`config.mk`:
```
export PLATFORM = sky130hd
export DESIGN_NAME = dcr_front
export DESIGN_NICKNAME = d
export VERILOG_FILES = /design/src/rtl/core/dcr_pkg.sv /design/src/rtl/core/dcr_front.sv
export SDC_FILE = /design/constraint.sdc
export NUM_CORES = 1
export LEC_CHECK = 0
export BUFFER_PORTS_ARGS = -buffer_cell sky130_fd_sc_hd__buf_2
export CAP_MARGIN = 30
export CORE_ASPECT_RATIO = 1.4
export CORE_MARGIN = 1.5
export CORE_UTILIZATION = 40
export DETAILED_ROUTE_END_ITERATION = 12
export PLACE_DENSITY = 0.71
export RECOVER_POWER = 50
export SLEW_MARGIN = 10
export SYNTH_ARGS = -nofsm -noshare
export SYNTH_HDL_FRONTEND = slang
export SYNTH_SLANG_ARGS = --single-unit
```
`constraint.sdc`:
```
create_clock -name aclk -period 25 [get_ports aclk]
set_clock_uncertainty 0.15 [all_clocks]
set_input_delay 3.75 -clock aclk [delete_from_list [all_inputs] [get_ports aclk]]
set_output_delay 3.75 -clock aclk [all_outputs]
set_load 0.02 [all_outputs]
```
`src/rtl/core/dcr_pkg.sv`:
```
`timescale 1ns / 1ps
// ----------------------------------------------------------------------------
// dcr_pkg: shared types and constants
// Sample format, phase format, queue entry layout and the saturate helper.
// ----------------------------------------------------------------------------
package dcr_pkg;

    localparam int SAMPLE_BITS     = 16;
    localparam int MAX_CHANNELS    = 8;
    localparam int PHASE_FRAC_BITS = 16;
    localparam int MAX_OUTPUTS     = 8;
    localparam int TQ_BITS         = 12;
    localparam int QUEUE_DEPTH     = 2;

    localparam int CHAN_W     = 4;
    localparam int STEP_W     = 20;
    localparam int CFG_IDX_W  = 1;
    localparam int CFG_DATA_W = 20;

    // phase accumulator: whole units up to MAX_OUTPUTS plus fraction
    localparam int CNT_W  = $clog2(MAX_OUTPUTS + 1);
    localparam int ACC_W  = PHASE_FRAC_BITS + CNT_W;
    // interpolation position, down to -(MAX_OUTPUTS-1) units
    localparam int TQ_W   = TQ_BITS + $clog2(MAX_OUTPUTS) + 1;
    localparam int COEF_W = SAMPLE_BITS + 5;
    // Horner partial sums grow by the integer bits of t at each step
    localparam int V_W    = SAMPLE_BITS + 29;
    localparam int PROD_W = V_W + TQ_W;

    localparam int S_TDATA_W = MAX_CHANNELS * SAMPLE_BITS;
    localparam int M_TDATA_W = 2 * SAMPLE_BITS;

    localparam int MAX_SAMPLE = 2 ** (SAMPLE_BITS - 1) - 1;
    localparam int MIN_SAMPLE = -(2 ** (SAMPLE_BITS - 1));

    typedef enum logic [CFG_IDX_W-1:0] {
        REG_CHANNEL_COUNT = 1'b0,
        REG_PHASE_STEP    = 1'b1
    } cfg_reg_t;

    typedef logic signed [SAMPLE_BITS-1:0] sample_t;

    typedef struct packed {
        sample_t right;
        sample_t left;
    } pair_t;

    // One unit of work handed from the front end to the back end
    typedef struct packed {
        pair_t [3:0]        hist;    // index 0 oldest, 3 newest
        logic [ACC_W-1:0]   acc;     // saturated accumulator after the step
        logic [CNT_W-1:0]   count;   // results this frame causes
        logic               bypass;  // pass the newest pair through
        logic               mark;    // buffer end pending for first result
    } job_t;

    function automatic sample_t sat_sample(input logic signed [V_W-1:0] v);
        logic signed [V_W-1:0] hi;
        logic signed [V_W-1:0] lo;
        sample_t               r;
        hi = V_W'(MAX_SAMPLE);
        lo = V_W'(MIN_SAMPLE);
        if (v > hi) begin
            r = sample_t'(hi);
        end else if (v < lo) begin
            r = sample_t'(lo);
        end else begin
            r = sample_t'(v);
        end
        return r;
    endfunction

endpackage

```
`src/rtl/core/dcr_front.sv`:
```
`timescale 1ns / 1ps
// ----------------------------------------------------------------------------
// dcr_front: frame intake, downmix and phase bookkeeping
// Holds the registers, mixes each frame to stereo, keeps the history and the
// phase accumulator, and posts one job per frame that yields results.
// ----------------------------------------------------------------------------
module dcr_front (
    input  logic                             aclk,
    input  logic                             aresetn,
    input  logic                             cfg_valid,
    output logic                             cfg_ready,
    input  logic [dcr_pkg::CFG_IDX_W-1:0]    cfg_addr,
    input  logic [dcr_pkg::CFG_DATA_W-1:0]   cfg_wdata,
    input  logic                             s_tvalid,
    output logic                             s_tready,
    input  logic [dcr_pkg::S_TDATA_W-1:0]    s_tdata,
    input  logic                             s_tlast,
    output logic                             job_valid,
    input  logic                             job_ready,
    output dcr_pkg::job_t                    job
);

    localparam int F     = dcr_pkg::PHASE_FRAC_BITS;
    localparam int SB    = dcr_pkg::SAMPLE_BITS;
    localparam int NCH   = dcr_pkg::MAX_CHANNELS;
    localparam int CW    = dcr_pkg::CHAN_W;
    localparam int SW    = dcr_pkg::STEP_W;
    localparam int AW    = dcr_pkg::ACC_W;
    localparam int NW    = dcr_pkg::CNT_W;
    localparam int MIX_W = SB + 4;
    localparam int SUM_W = SW + 1;
    localparam int unsigned UNITY = 1 << F;
    localparam int unsigned TOL   = UNITY / 10000;
    localparam int unsigned LIMIT = (dcr_pkg::MAX_OUTPUTS << F) | (UNITY - 1);

    logic [CW-1:0]           chan_count_reg;
    logic [SW-1:0]           step_reg;
    logic [F-1:0]            phase_reg;
    logic                    held_mark_reg;
    dcr_pkg::pair_t [3:0]    hist_reg;

    dcr_pkg::sample_t        smp [NCH];
    logic [CW-1:0]           n_eff;
    logic signed [MIX_W-1:0] extra;
    logic signed [MIX_W-1:0] sum_l;
    logic signed [MIX_W-1:0] sum_r;
    dcr_pkg::pair_t          mixed;
    dcr_pkg::pair_t [3:0]    hist_next;
    logic [SW-1:0]           step_diff;
    logic                    bypass;
    logic [SUM_W-1:0]        acc_sum;
    logic [AW-1:0]           acc_sat;
    logic [NW-1:0]           out_count;
    logic                    mark_now;
    logic                    emits;
    logic                    accept;

    assign cfg_ready = 1'b1;
    assign s_tready  = job_ready;
    assign accept    = s_tvalid & s_tready;

    // unpack channels, clamp the channel count
    always_comb begin
        for (int i = 0; i < NCH; i++) begin
            smp[i] = s_tdata[i*SB +: SB];
        end
        if (chan_count_reg == '0) begin
            n_eff = CW'(1);
        end else if (chan_count_reg > CW'(NCH)) begin
            n_eff = CW'(NCH);
        end else begin
            n_eff = chan_count_reg;
        end
    end

    // downmix in half-LSB units, floor halve, clamp
    always_comb begin
        extra = '0;
        for (int i = 2; i < NCH; i++) begin
            if (CW'(i) < n_eff) begin
                extra = extra + MIX_W'(smp[i]);
            end
        end
        sum_l = (MIX_W'(smp[0]) <<< 1) + extra;
        if (n_eff > CW'(1)) begin
            sum_r = (MIX_W'(smp[1]) <<< 1) + extra;
        end else begin
            sum_r = (MIX_W'(smp[0]) <<< 1) + extra;
        end
        mixed.left  = dcr_pkg::sat_sample(dcr_pkg::V_W'(sum_l >>> 1));
        mixed.right = dcr_pkg::sat_sample(dcr_pkg::V_W'(sum_r >>> 1));
    end

    // history shift, newest at the top
    always_comb begin
        hist_next[0] = hist_reg[1];
        hist_next[1] = hist_reg[2];
        hist_next[2] = hist_reg[3];
        hist_next[3] = mixed;
    end

    // bypass test and phase step
    always_comb begin
        if (step_reg > SW'(UNITY)) begin
            step_diff = step_reg - SW'(UNITY);
        end else begin
            step_diff = SW'(UNITY) - step_reg;
        end
        bypass  = (step_diff <= SW'(TOL));
        acc_sum = SUM_W'(phase_reg) + SUM_W'(step_reg);
        if (acc_sum > SUM_W'(LIMIT)) begin
            acc_sat = AW'(LIMIT);
        end else begin
            acc_sat = acc_sum[AW-1:0];
        end
        out_count = bypass ? NW'(1) : acc_sat[AW-1:F];
        mark_now  = held_mark_reg | s_tlast;
        emits     = bypass | (out_count != '0);
    end

    assign job_valid  = s_tvalid & emits;
    assign job.hist   = hist_next;
    assign job.acc    = acc_sat;
    assign job.count  = out_count;
    assign job.bypass = bypass;
    assign job.mark   = mark_now;

    // registers and per-frame state
    always_ff @(posedge aclk) begin
        if (!aresetn) begin
            chan_count_reg <= CW'(2);
            step_reg       <= SW'(UNITY);
            phase_reg      <= '0;
            held_mark_reg  <= 1'b0;
            hist_reg       <= '0;
        end else begin
            if (cfg_valid) begin
                case (dcr_pkg::cfg_reg_t'(cfg_addr))
                    dcr_pkg::REG_CHANNEL_COUNT: begin
                        chan_count_reg <= cfg_wdata[CW-1:0];
                    end
                    dcr_pkg::REG_PHASE_STEP: begin
                        step_reg <= cfg_wdata[SW-1:0];
                    end
                    default: begin
                    end
                endcase
            end
            if (accept) begin
                hist_reg      <= hist_next;
                held_mark_reg <= emits ? 1'b0 : mark_now;
                if (!bypass) begin
                    phase_reg <= acc_sat[F-1:0];
                end
            end
        end
    end

endmodule

```
# ---- Word-level counts from Yosys, hierarchy flattened
# Index checks and enable logic that the tools add are counted.
dict set report totals {
  latchBits 0
  memories 0
  mem_bits_ro 0
  out_inout_bits 157
  ramBits 0
  regBits 137
}
dict set report op_classes {
  reduce_logical 5
  n_shift 0
  bitwise_logic 6
  n_eq_ne 0
  addsub 10
  multipliers 0
  n_div 0
  muxes 17
  magnitude_cmp 15
}
# cell count
set ops {}
lappend ops {{two-way mux 20 bit} 9}
lappend ops {{adder 20 x 16 -> 20 bit} 5}
lappend ops {{two-way mux 16 bit} 4}
lappend ops {{adder 17 x 20 -> 20 bit} 2}
lappend ops {{greater-than comparator 19 x 16 -> 1 bit (second input constant)} 2}
lappend ops {{less-than comparator 19 x 16 -> 1 bit (second input constant)} 2}
lappend ops {{adder 16 x 20 -> 21 bit} 1}
lappend ops {{greater-than comparator 21 x 20 -> 1 bit (second input constant)} 1}
lappend ops {{greater-than comparator 20 x 17 -> 1 bit (second input constant)} 1}
lappend ops {{<= comparator 20 x 3 -> 1 bit (second input constant)} 1}
lappend ops {{subtractor 17 x 20 -> 20 bit (first input constant)} 1}
lappend ops {{subtractor 20 x 17 -> 20 bit (second input constant)} 1}
lappend ops {{less-than comparator 3 x 4 -> 1 bit (first input constant)} 4}
lappend ops {{two-way mux 4 bit} 3}
lappend ops {{less-than comparator 2 x 4 -> 1 bit (first input constant)} 2}
lappend ops {{AND reduction 2 bit} 3}
lappend ops {{greater-than comparator 4 x 1 -> 1 bit (second input constant)} 1}
lappend ops {{greater-than comparator 4 bit (second input constant)} 1}
lappend ops {{logical NOT 4 bit} 1}
lappend ops {{nonzero test 4 bit} 1}
lappend ops {{AND 1 bit} 2}
lappend ops {{NOT 1 bit} 2}
lappend ops {{bitwise OR 1 bit} 2}
lappend ops {{two-way mux 1 bit} 1}

# ---- Longest topological paths before layout
# Gate-level depths: netlist of run 1.
dict set report logic_depth {
  word_depth 20
  ltp_mapped 62
  mapped_depth_nobuf 58
}

# ---- Worst setup path after synthesis of run 1
# No wires, ideal clock.
dict set report synth_timing {
  kind {input -> output}
  from {input port s_tdata[32] in the netlist's numbering}
  to {output port job[138] in the netlist's numbering}
  t_arrival_ps 13864
  path_stages 50
  setup_slack_ps 7236
  path_cell_list {and2_1 ha_1 fa_1 a21o_1 a21o_1 maj3_1 a32oi_1 o21ai_0 a21oi_1 xnor2_1 a21o_1 ha_1 a21oi_1 o311ai_0 nand2b_1 o21a_1 nor2_1 xnor2_1 [... 14 more ...] nand2_1 nand3_1 ha_1 o21ai_0 nand2b_1 o41ai_1 mux2_2 o211ai_1 ha_1 buf_1 mux2_2 a311oi_1 o311ai_0 o31ai_1 a21boi_0 mux2i_1 clkbuf_1 o21ai_0}
}
# element line
set synth_lines {}
lappend synth_lines {{start, declared} dcr_front.sv:16} ;# input logic [dcr_pkg::S_TDATA_W-1:0] s_tdata,
lappend synth_lines {{end, declared} dcr_front.sv:20} ;# output dcr_pkg::job_t job

==> results of run 1 <==
[cells by family (layout without fill, tap and decap cells)]
kind of cell | after synthesis | in the layout | synth area share (%)
xor+xnor | 111 | 111 | 6.97
flops | 137 | 137 | 19.4
fa+ha+maj | 157 | 157 | 14.3
compound gates | 669 | 669 | 30.8
mux | 41 | 41 | 3.12
buf+inv | 164 | 426 | 4.67
simple gates | 650 | 650 | 20.8
other cells | 1 | 3 | 0.0265
[metrics by stage]
step | power, W | util, % | hold WS, ns | worst slack, ns | instance area, sq um
2_1_floorplan | 0.000936 | - | 0.295 | 7.24 | 14100
3_3_place_gp | 0.00120 | 45.8 | 0.300 | 5.88 | 16000
3_5_place_dp | 0.00121 | 45.8 | 0.309 | 5.59 | 16000
4_1_cts | 0.00148 | 47.5 | 0.317 | 5.53 | 16600
5_1_grt | 0.00159 | 47.2 | 0.349 | 4.82 | 16500
6_report | 0.00148 | 47.2 | 0.320 | 5.80 | 16500
[power breakdown]
part           internal [W]  total (W)  switching [W]
sequential         0.000235   0.000251      0.0000162
combinational      0.000352   0.000974       0.000622
clock              0.000162   0.000258      0.0000960
total              0.000749    0.00148       0.000734
[final cells by class]
class                   count  area share [%]
clock buffers              21            2.80
inverters                  69            1.57
diodes                      2          0.0304
flip-flops and latches    137            16.7
well taps                 456            3.47
multi-input cells        1629            65.3
repair buffers            326            9.33
clock inverters            10           0.874
[Yosys cell counts, types with 4 or more instances]
cell,n,area share [%]
a211o_1,4,0.25
a211oi_1,23,1.2
a21boi_0,98,5.2
a21o_1,42,2.2
a21oi_1,166,5.9
a31oi_1,26,1.2
a32oi_1,4,0.25
a41oi_1,5,0.31
and2_1,27,1.2
and3_1,16,0.71
buf_1,7,0.19
buf_2,5,0.18
buf_4,4,0.21
clkbuf_1,75,2.0
dfxtp_1,137,19
fa_1,8,1.1
ha_1,147,13
inv_1,67,1.8
mux2_2,25,2.0
mux2i_1,16,1.1
nand2_1,318,8.4
nand2b_1,15,0.66
nand3_1,35,1.2
nand4_1,4,0.18
nor2_1,128,3.4
nor2b_1,20,0.88
nor3_1,30,1.1
nor3b_1,5,0.27
nor4_1,8,0.35
o211a_1,4,0.28
o211ai_1,23,1.2
o21a_1,35,1.9
o21ai_0,145,5.1
o21bai_1,16,0.85
o221a_2,12,0.96
o221ai_1,5,0.31
o31ai_1,22,1.2
or2_2,12,0.53
or3_1,14,0.62
xnor2_1,69,4.3
xor2_1,41,2.5
[per-layer routing]
metal	vias up	routed length (um)
met5	-	24
met4	4	2020
met3	85	2490
met2	485	24100
met1	6991	18900
li1	7436	-
[worst min-delay path, stage by stage (launching register included)]
cell and delay [ns]:
dfxtp_1 0.31, nand2_1 0.05, a21boi_0 0.06
[worst max path at each step]
stage | to | slack [ns] | startpoint | cells past startpoint
global placement | job[148] | 5.88 | s_tdata[32] | 50
detailed placement | job[142] | 5.59 | s_tdata[32] | 50
floorplan | job[138] | 7.24 | s_tdata[32] | 50
global route | job[140] | 4.82 | s_tdata[32] | 51
finish | job[146] | 5.80 | s_tdata[32] | 51
CTS | job[142] | 5.53 | s_tdata[32] | 50
==> results.rst, run 1 <==
.. list-table::
   :header-rows: 1

   * - Metric
     - Value
   * - Cell at the root of the clock tree
     - clkbuf_16
   * - Run status
     - finished, violations left
   * - First-pass GRT wire length
     - 74100 um
   * - Cts hold-fix bufs
     - 0
   * - Setup TNS
     - 0 ns
   * - Die Y-Extent
     - between 200 and 250 um
   * - Crit start category
     - input port
   * - Via-per-instance ratio
     - about 5.7
   * - Starting density of the core
     - around two fifths
   * - Period Utilization, post-route
     - approximately three quarters
   * - RD Place Congestion
     - 0.938
   * - Worst min-delay path category
     - reg2reg
   * - Number of fillers in the final layout
     - 3574
   * - Arr. time, crit path
     - between 15 and 20 ns
   * - DR pass1 iterations
     - 6
   * - Post-synthesis instance area
     - 14100 sq um
   * - Total count of hold-check failures in the final report
     - 0
   * - Syn nets
     - roughly 2200
   * - Final #Nets
     - 2490
   * - Reg2Reg Depth
     - 52
   * - Synthesized flop and latch total
     - 137
   * - Vias in the first global route
     - 14300
   * - Placeable core area
     - 34900 sq um
   * - Count of placed standard cells including taps
     - around 2600
   * - Antenna violations before repair
     - 3
   * - Slew at the pin closest to its max-slew limit
     - 3.92 ns
   * - Hold Path Sink
     - job[28]$_SDFFE_PN0P_
   * - R2r startpoint
     - chan_count_reg[3]$_SDFFE_PN0P_
   * - Layout overhead on the synthesized area
     - 16.4%
   * - Max Transition Viols Final
     - 183
   * - Most common cell after layout, fill and taps aside
     - nand2_1
   * - Most utilized layer in the global route result
     - met2
   * - Max reg flops
     - 96
   * - Crit Path Max Fanout
     - 12
   * - Total Wirelength
     - 47500 um
   * - Relative slew slack
     - -161%
   * - Maximum number of pins on one net before global-route repair
     - 112
   * - EDFF count, synth
     - 0
   * - TritonCTS clock tree
     - done
   * - Deepest level of the CTS H-tree
     - 4
   * - Largest stage delay on the critical path
     - ~0.50 ns
   * - Routing usage on met2
     - 48.1%
   * - Required @ worst endpoint
     - 21.10 ns
   * - Residual DRC
     - 0
   * - Floorplan die width
     - 162 um
   * - Cell variety after synth
     - 81
   * - Fraction of registers with async set/reset
     - 0%
   * - Global routing usage on met1
     - 27.9%
   * - Finished Layout Cells
     - 2650
   * - Number of placed I/O pins
     - 312
   * - Unrepaired setup endpoints after global routing
     - false
   * - Max VDD drop
     - 0.0000730 V
   * - Per-cell routed wire length
     - 17.9 um
   * - Number of buffers and inverters on the critical path
     - 4
   * - Clock latency on the worst-skew pair
     - roughly 0.43 ns
   * - Number of cells produced by synthesis
     - 1930
   * - Number of instances resized during post-cts repair
     - 0
   * - Syn Area/Cell
     - 7.33 sq um
   * - End of the worst register-to-register path
     - job[114]$_SDFFE_PN0P_
   * - Maximum buffer depth of the clock tree
     - 2
   * - Setup violations, final
     - 0
   * - Cell type group with the largest total delay on the critical path
     - compound AO/OA/AOI/OAI gates
   * - Most repeated library cell on the critical path
     - o21ai_0
   * - Number of buffer cells added on primary ports
     - 310
   * - Final HPWL from detailed placement
     - 39000 um
   * - Worst-case register-to-register setup slack
     - approximately 12 ns
   * - Power density of the placed cells
     - 90.1 nW/um^2
   * - Layout cell share with drive strength beyond 1
     - 14.4%
   * - Leakage power summed over all cells
     - 7.26 nW
   * - Sequential-to-total area share from yosys stat
     - 19.4%
   * - Met3 GRT Util
     - 3.51%
   * - Number of cells traversed by the worst hold path
     - 2
   * - Clock buffer count from CTS
     - 17
   * - Violations in the final reports
     - max-capacitance violations, max-slew violations
   * - Launch point of the worst hold path
     - job[28]$_SDFFE_PN0P_
   * - Grt ovf
     - 0
   * - Sort of element at the end of the critical path
     - output port
   * - Row count
     - 81
   * - Floorplan die area
     - 36500 sq um
   * - Ys flop type
     - dfxtp_1
   * - Clk slew on worst S/H paths
     - ~0.050 ns
   * - Total area of multi-input combinational cells
     - 10700 sq um
   * - Iteration-0 DRC count of the detailed router
     - between 900 and 1000
   * - Highest-delay cell along the critical path
     - nor4b_1
   * - Antenna-violating nets left
     - 0
   * - Startpoint-to-endpoint class of the critical path
     - in2out
   * - FMAX
     - 52.1 MHz
   * - Total global routing track utilization
     - 25.5%
   * - Highest-count cells in the layout ignoring fill and taps
     - 318 x nand2_1, 211 x buf_2, 165 x a21oi_1, 147 x ha_1, 145 x o21ai_0
   * - Number of vias after detailed routing
     - 15000
   * - Buffer count from post-CTS setup fixing
     - 0
   * - Final critical-path required period
     - 19.20 ns
   * - Clock sink count
     - 137
   * - FF/Latch Area
     - about 2700 sq um
   * - Number of synthesis warnings
     - 0
   * - Max-Cap Viols
     - 2
(Power assumes the default switching activity.)
==> inputs of run 2 (changes only) <==
--- a/config.mk
+++ b/config.mk
@@ -5,13 +5,14 @@
 export SDC_FILE = /design/constraint.sdc
 export NUM_CORES = 1
 export LEC_CHECK = 0
+export ABC_AREA = 1
 export BUFFER_PORTS_ARGS = -buffer_cell sky130_fd_sc_hd__buf_2
 export CAP_MARGIN = 30
 export CORE_ASPECT_RATIO = 1.4
 export CORE_MARGIN = 1.5
 export CORE_UTILIZATION = 40
 export DETAILED_ROUTE_END_ITERATION = 12
-export PLACE_DENSITY = 0.71
+export PLACE_DENSITY = 0.73
 export RECOVER_POWER = 50
 export SLEW_MARGIN = 10
 export SYNTH_ARGS = -nofsm -noshare
==> constraint.sdc (replaced) <==
create_clock -name aclk -period 16.15 [get_ports aclk]
set_clock_uncertainty 0.15 [all_clocks]
set_input_delay 2.4225 -clock aclk [delete_from_list [all_inputs] [get_ports aclk]]
set_output_delay 2.4225 -clock aclk [all_outputs]
set_load 0.02 [all_outputs]
==> run 2 against run 1 <==
  * The flow still finishes with violations (max-capacitance violations, max-slew violations)
  * Count of clock-buffer cells in the layout fell by 3
  * Clock power rose by 50%
  * Sequential cell count did not move
  * Sequential power rose by 58%
  * Wire length rose by 0.80%
  * Hold slack improved by 0.0043 ns
  * Die area rose by 1.6%
  * Power rose by 87%
==> results.rst, run 2 <==
.. list-table::
   :header-rows: 1

   * - Metric
     - Value
   * - Metal2 WL
     - 24200 um
   * - Total global routing track utilization
     - 25.3%
   * - Run status
     - finished, violations left
   * - Floorplan die area
     - 37100 sq um
   * - Reg2Reg Depth
     - 63
   * - Fraction of the mapped netlist area in adder cells
     - between 10% and 20%
   * - Area share of and/or/nand/nor cells after synthesis
     - between 30 and 40%
   * - Power density of the placed cells
     - approximately 170 nW/um^2
   * - Cell area after layout
     - 16700 sq um
   * - Final HPWL from detailed placement
     - 39300 um
   * - R2r startpoint
     - chan_count_reg[3]$_SDFFE_PN0P_
   * - Layout cell share with drive strength beyond 1
     - 13.7%
   * - Routed metal-1 wirelength
     - 19200 um
   * - Top routing layer in use
     - met5
   * - Met3 wire length
     - 2630 um
   * - Most area-consuming cells after synthesis
     - dfxtp_1 19%, ha_1 13%, nand2_1 13%, o21ai_0 9.1%, nor2_1 7.7%
   * - Sequential-to-total area share from yosys stat
     - 19.1%
   * - Number of cells produced by synthesis
     - 2284
   * - Sort of element at the end of the critical path
     - output port
   * - Arr. time, crit path
     - 12.59 ns
   * - Cell variety after synth
     - 63
   * - Largest stage delay on the critical path
     - 0.51 ns
   * - Compound-Gate Fraction of Synth Area
     - between 20% and 30%
   * - Most numerous cell in the Yosys netlist
     - nand2_1
   * - Required @ worst endpoint
     - 13.58 ns
   * - Die Y-Extent
     - 227 um
   * - Violations in the final reports
     - max-capacitance violations, max-slew violations
   * - Most common cell after layout, fill and taps aside
     - nand2_1
   * - Placeable core area
     - 35600 sq um
   * - Maximum buffer depth of the clock tree
     - 2
   * - Layout overhead on the synthesized area
     - 16.3%
   * - EDFF count, synth
     - 0
   * - Main combinational cell family by area after synthesis
     - simple AND/OR/NAND/NOR gates
   * - Floorplan die width
     - 163 um
   * - DR pass1 iterations
     - 6
   * - Total count of hold-check failures in the final report
     - 0
   * - Clock buffer count from CTS
     - 17
   * - Setup violations, final
     - 0
   * - Cell at the root of the clock tree
     - clkbuf_16
   * - Number of placed I/O pins
     - 312
   * - RD Place Congestion
     - 0.920
   * - Final #Nets
     - 2859
   * - Highest-delay cell along the critical path
     - o21ai_0
   * - Xor/xnor cell area share of the yosys netlist
     - 6.03%
   * - Period Utilization, post-route
     - ~94%
   * - Max reg flops
     - 96
   * - End of the worst register-to-register path
     - job[98]$_SDFFE_PN0P_
   * - Cell Area, Placed
     - 16200 sq um
   * - Syn Area/Cell
     - 6.29 sq um
   * - Critical Path Sink
     - job[128]
   * - List of most frequent post-synthesis cells
     - 484 x nand2_1, 293 x nor2_1, 260 x o21ai_0
   * - Clock latency on the worst-skew pair
     - 0.43 ns
   * - Residual DRC
     - 0
   * - Crit Path Max Fanout
     - 13
   * - Row count
     - 82
   * - Grt ovf
     - 0
   * - Per-cell routed wire length
     - 15.8 um
   * - Number of vias after detailed routing
     - roughly 16000
   * - Vias in the first global route
     - 15200
   * - Setup TNS
     - 0 ns
   * - Fraction of registers with async set/reset
     - 0%
   * - Max-Cap Viols
     - 1
   * - Clk slew on worst S/H paths
     - approximately 0.060 ns
   * - Worst-case register-to-register setup slack
     - 4.52 ns
   * - First-pass GRT wire length
     - 74800 um
   * - Via-per-instance ratio
     - 5.23
   * - Syn nets
     - 2594
   * - Post-synthesis instance area
     - 14400 sq um
   * - Leakage power summed over all cells
     - 8.42 nW
   * - Worst min-delay path category
     - reg2reg
   * - Iteration-0 DRC count of the detailed router
     - 1009
   * - Source of the critical timing path
     - s_tdata[32]
   * - Deepest level of the CTS H-tree
     - 4
   * - Proportion of synthesized area in mux cells
     - 0%
   * - Starting density of the core
     - 40.4%
   * - Number of buffer cells added on primary ports
     - 310
   * - Total Wirelength
     - 47900 um
   * - Crit start category
     - input port
   * - Antenna-violating nets left
     - 0
   * - Slew at the pin closest to its max-slew limit
     - 2.62 ns
   * - Relative slew slack
     - -74.6%
   * - Ys flop type
     - dfxtp_1
   * - Max VDD drop
     - approximately 0.00015 V
   * - Number of synthesis warnings
     - 0
   * - FMAX
     - ~66 MHz
   * - Clock sink count
     - 137
   * - Max Transition Viols Final
     - 77
   * - Highest-count cells in the layout ignoring fill and taps
     - 483 x nand2_1, 293 x nor2_1, 253 x o21ai_0, 251 x inv_1, 213 x buf_2
   * - Startpoint-to-endpoint class of the critical path
     - in2out
   * - TritonCTS clock tree
     - done
   * - Final critical-path required period
     - 15.16 ns
   * - Antenna violations before repair
     - 7
   * - Unrepaired setup endpoints after global routing
     - false
   * - Area fraction of the dominant cell type after synthesis
     - 19.1%
   * - Cell type with the highest aggregate area in the netlist
     - dfxtp_1
   * - Synthesized flop and latch total
     - 137
   * - Maximum number of pins on one net before global-route repair
     - 108
-- run 2: routing by layer --
metal / global-route usage, % / vias to the layer above
li1: - / 8068
met1: 27.8 / 7138
met2: 48.1 / 501
met3: 3.41 / 103
met4: 10.6 / 10
met5: 0 / -
-- run 2: what timing repair did --
action	CTS	global route
setup buffers	0	0
endpoints found under the setup margin	0	31
resized for setup	0	11
hold buffers	0	0
-- run 2: power breakdown --
| part | internal [W] | switching (W) | leakage, nW |
|---|---|---|---|
| sequential | 0.000370 | 0.0000256 | 1.13 |
| combinational | 0.000645 | 0.00134 | 7.01 |
| clock | 0.000231 | 0.000156 | 0.275 |
| total | 0.00125 | 0.00152 | 8.42 |
-- run 2: logic make-up after synthesis --
| kind of cell | Yosys count |
|---|---|
| other | 1 |
| buffers and inverters | 338 |
| AOI/OAI and AO/OA | 555 |
| and+or+nand+nor | 999 |
| xor gates and xnor gates | 99 |
| DFF | 137 |
| adders and majority gates | 155 |
-- run 2: critical path: cells and delay by family --
kind / cells / cell delay, ns
AND/OR/NAND/NOR: 27 / 3.65
adder cells (fa/ha/maj): 7 / 2.51
AO/OA/AOI/OAI: 15 / 2.66
XOR/XNOR: 3 / 0.58
buffers and inverters: 9 / 0.77
-- run 2: worst min path at each step --
stage	start	to	slack [ns]	cells past startpoint
2_1_floorplan	phase_reg[10]$_SDFFE_PN0P_	phase_reg[10]$_SDFFE_PN0P_	0.33	2
3_3_place_gp	job[50]$_SDFFE_PN0P_	job[50]$_SDFFE_PN0P_	0.31	2
3_5_place_dp	job[99]$_SDFFE_PN0P_	job[67]$_SDFFE_PN0P_	0.31	2
4_1_cts	job[105]$_SDFFE_PN0P_	job[73]$_SDFFE_PN0P_	0.32	2
5_1_grt	job[102]$_SDFFE_PN0P_	job[70]$_SDFFE_PN0P_	0.35	2
6_report	job[105]$_SDFFE_PN0P_	job[73]$_SDFFE_PN0P_	0.32	2
-- run 2: area by class of cell --
type | count | area [sq um]
clock buffer | 18 | 439
multi-input combinational | 1809 | 10200
fill | 3753 | 18900
sequential | 137 | 2740
inverter | 265 | 1010
antenna | 2 | 5.00
tap | 462 | 578
timing repair buffer | 319 | 1550
clock inverter | 14 | 148
-- run 2: metrics by stage --
stage / std cells / power (W) / worst slack [ns] / hold WS (ns) / utilization, %
2_1_floorplan: 2284 / 0.00184 / 2.63 / 0.328 / -
3_3_place_gp: 2989 / 0.00234 / 0.561 / 0.306 / 45.3
3_5_place_dp: 2990 / 0.00236 / 0.561 / 0.314 / 45.4
4_1_cts: 3022 / 0.00276 / 0.480 / 0.318 / 47.1
5_1_grt: 3024 / 0.00300 / 0.0491 / 0.346 / 46.9
6_report: 3026 / 0.00277 / 0.986 / 0.324 / 46.9
==> inputs of run 3 (changes only) <==
--- a/config.mk
+++ b/config.mk
@@ -8,11 +8,13 @@
 export ABC_AREA = 1
 export BUFFER_PORTS_ARGS = -buffer_cell sky130_fd_sc_hd__buf_2
 export CAP_MARGIN = 30
+export CELL_PAD_IN_SITES_DETAIL_PLACEMENT = 0
+export CELL_PAD_IN_SITES_GLOBAL_PLACEMENT = 1
 export CORE_ASPECT_RATIO = 1.4
 export CORE_MARGIN = 1.5
-export CORE_UTILIZATION = 40
+export CORE_UTILIZATION = 35
 export DETAILED_ROUTE_END_ITERATION = 12
-export PLACE_DENSITY = 0.73
+export PLACE_DENSITY = 0.87
 export RECOVER_POWER = 50
 export SLEW_MARGIN = 10
 export SYNTH_ARGS = -nofsm -noshare
==> run 3 against run 2 <==
  * The flow still finishes with violations (max-capacitance violations, max-slew violations)
  * Via count fell by 0.85%
  * Global-route usage fell by 3.1 points
  * Critical path type unchanged
  * Largest power group unchanged
  * Die area rose by 14%
==> results.rst, run 3 (synthesized netlist as in run 2, its figures left out) <==
.. list-table::
   :header-rows: 1

   * - Metric
     - Value
   * - Fin util
     - 41.5%
   * - Leakage power summed over all cells
     - 8.41 nW
   * - Cell area after layout
     - 16700 sq um
   * - Slew at the pin closest to its max-slew limit
     - 3.97 ns
   * - Highest-delay cell along the critical path
     - fa_1
   * - Floorplan die width
     - 174 um
   * - Worst min-delay path category
     - reg2reg
   * - Antenna violations before repair
     - 3
   * - Buffer count from post-CTS setup fixing
     - 0
   * - Max VDD drop
     - a little under 0.0001 V
   * - Layout cell share with drive strength beyond 1
     - 13.6%
   * - Via-per-instance ratio
     - 5.06
   * - Run status
     - finished, violations left
   * - FMAX
     - 65.5 MHz
   * - Max reg flops
     - between 90 and 100
   * - Vias in the first global route
     - approximately 15000
   * - Starting density of the core
     - 35.6%
   * - Switching power as a share of total power
     - about 56%
   * - RD Place Congestion
     - ~0.93
   * - Net Switching
     - 0.00153 W
   * - Final HPWL from detailed placement
     - around 40000 um
   * - Number of vias after detailed routing
     - 15700
   * - Floorplan die area
     - 42300 sq um
   * - Maximum number of pins on one net before global-route repair
     - 109
   * - Clock sink count
     - 137
   * - Total Wirelength
     - 48400 um
   * - FF/Latch Area
     - 2740 sq um
   * - Unrepaired setup endpoints after global routing
     - true
   * - Die Y-Extent
     - 243 um
   * - Cell Area, Placed
     - 16300 sq um
   * - Combinational group share of total power
     - 72.4%
   * - Number of buffers and inverters on the critical path
     - 10
   * - Residual DRC
     - 0
   * - Sort of element at the end of the critical path
     - output port
   * - Maximum buffer depth of the clock tree
     - 2
   * - Period Utilization, post-route
     - 94.5%
   * - Largest stage delay on the critical path
     - 0.49 ns
   * - Setup violations, final
     - 0
   * - Crit Path Max Fanout
     - 14
   * - Row count
     - 87
   * - Post-route worst hold slack
     - 0.321 ns
   * - Iteration-0 DRC count of the detailed router
     - 907
   * - Max Transition Viols Final
     - around 110
   * - Cell type group with the largest total delay on the critical path
     - compound AO/OA/AOI/OAI gates
   * - Clock buffer count from CTS
     - 17
   * - Clock latency on the worst-skew pair
     - 0.43 ns
   * - Worst-case setup slack after placement
     - 0.617 ns
   * - Number of buffer cells added on primary ports
     - slightly above 300
   * - Count of placed standard cells including taps
     - 3062
   * - TritonCTS clock tree
     - done
   * - Grt ovf
     - 0
   * - Final critical-path required period
     - 15.27 ns
   * - Total area of multi-input combinational cells
     - 10200 sq um
   * - Relative slew slack
     - -165%
   * - Cell at the root of the clock tree
     - clkbuf_16
   * - Deepest level of the CTS H-tree
     - 4
   * - Highest-count cells in the layout ignoring fill and taps
     - 483 x nand2_1, 293 x nor2_1, 258 x o21ai_0, 251 x inv_1, 215 x buf_2
   * - Max-Cap Viols
     - 1
   * - Crit start category
     - input port
   * - Violations in the final reports
     - max-capacitance violations, max-slew violations
   * - Sequential fraction of design power
     - 14.4%
   * - Arr. time, crit path
     - 12.70 ns
   * - Cts hold-fix bufs
     - 0
   * - Placeable core area
     - approximately 40000 sq um
   * - Internal portion of total power
     - 0.00122 W
   * - Clock power frac
     - 13.1%
   * - Required @ worst endpoint
     - ~14 ns
   * - Antenna-violating nets left
     - 0
   * - Final #Nets
     - 2860
   * - Number of placed I/O pins
     - 312
   * - First-pass GRT wire length
     - 75500 um
   * - Finished Layout Cells
     - 3097
   * - Setup slack after layout
     - 0.882 ns
   * - Number of fillers in the final layout
     - 4425
   * - DR pass1 iterations
     - 5
   * - Power density of the placed cells
     - 164 nW/um^2
   * - Startpoint-to-endpoint class of the critical path
     - in2out
   * - Total count of hold-check failures in the final report
     - 0
   * - Most common cell after layout, fill and taps aside
     - nand2_1
   * - Per-cell routed wire length
     - 15.6 um
   * - Layout overhead on the synthesized area
     - 16.5%
   * - Total global routing track utilization
     - 22.2%
   * - Clk slew on worst S/H paths
     - 0.06 ns
==> run 3: final timing paths <==
check | startpoint | endpoint | slack [ns] | cells past startpoint
worst max-delay path | s_tdata[32] | job[122] | 0.88 | 55
worst min-delay path | job[99]$_SDFFE_PN0P_ | job[67]$_SDFFE_PN0P_ | 0.32 | 2
worst max register to register | chan_count_reg[3]$_SDFFE_PN0P_ | job[98]$_SDFFE_PN0P_ | 4.49 | 59
worst min register to register | job[99]$_SDFFE_PN0P_ | job[67]$_SDFFE_PN0P_ | 0.32 | 2
==> run 3: metal layers <==
metal  vias to the layer above  global-route usage, %  part of all wire (%)
li1                       8087                      -                     -
met1                      7108                   26.5                    43
met2                       417                   40.7                    50
met3                        71                   2.24                   3.7
met4                         2                   7.73                   3.0
met5                         -                      0                 0.027
==> run 3: power by group through the flow <==
stage / Sequential, W / Combinational (W) / Clock (W)
final: 0.000396 / 0.00199 / 0.000361
after global routing: 0.000401 / 0.00220 / 0.000382
after CTS: 0.000395 / 0.00199 / 0.000367
after detailed placement: 0.000403 / 0.00198 / 0
after global placement: 0.000402 / 0.00197 / 0
after floorplan: 0.000426 / 0.00142 / 0
==> run 3: stage by stage <==
| step | TNS, ns | total power, W |
|---|---|---|
| finish | 0 | 0.00275 |
| global route | -0.0816 | 0.00298 |
| CTS | 0 | 0.00275 |
| detailed placement | 0 | 0.00238 |
| global placement | 0 | 0.00237 |
| floorplan | 0 | 0.00184 |
==> run 3: timing repair <==
item | in CTS | in global routing
endpoints found under the hold margin | 0 | 0
gates resized for setup | 0 | 4
setup endpoints to repair | 0 | 30
==> run 3: worst min-delay path, stage by stage (launching register included) <==
cell and delay (ns):
dfxtp_1 0.31, inv_1 0.06, a21oi_1 0.05
==> run 3: cell type report <==
class	instances	share of cell area [%]
Inverter	265	6.04
Clock buffer	20	2.67
Antenna cell	1	0.0149
Tap cell	534	3.99
Sequential cell	137	16.4
Timing Repair Buffer	320	9.32
Multi-Input combinational cell	1809	61.1
Clock inverter	11	0.538
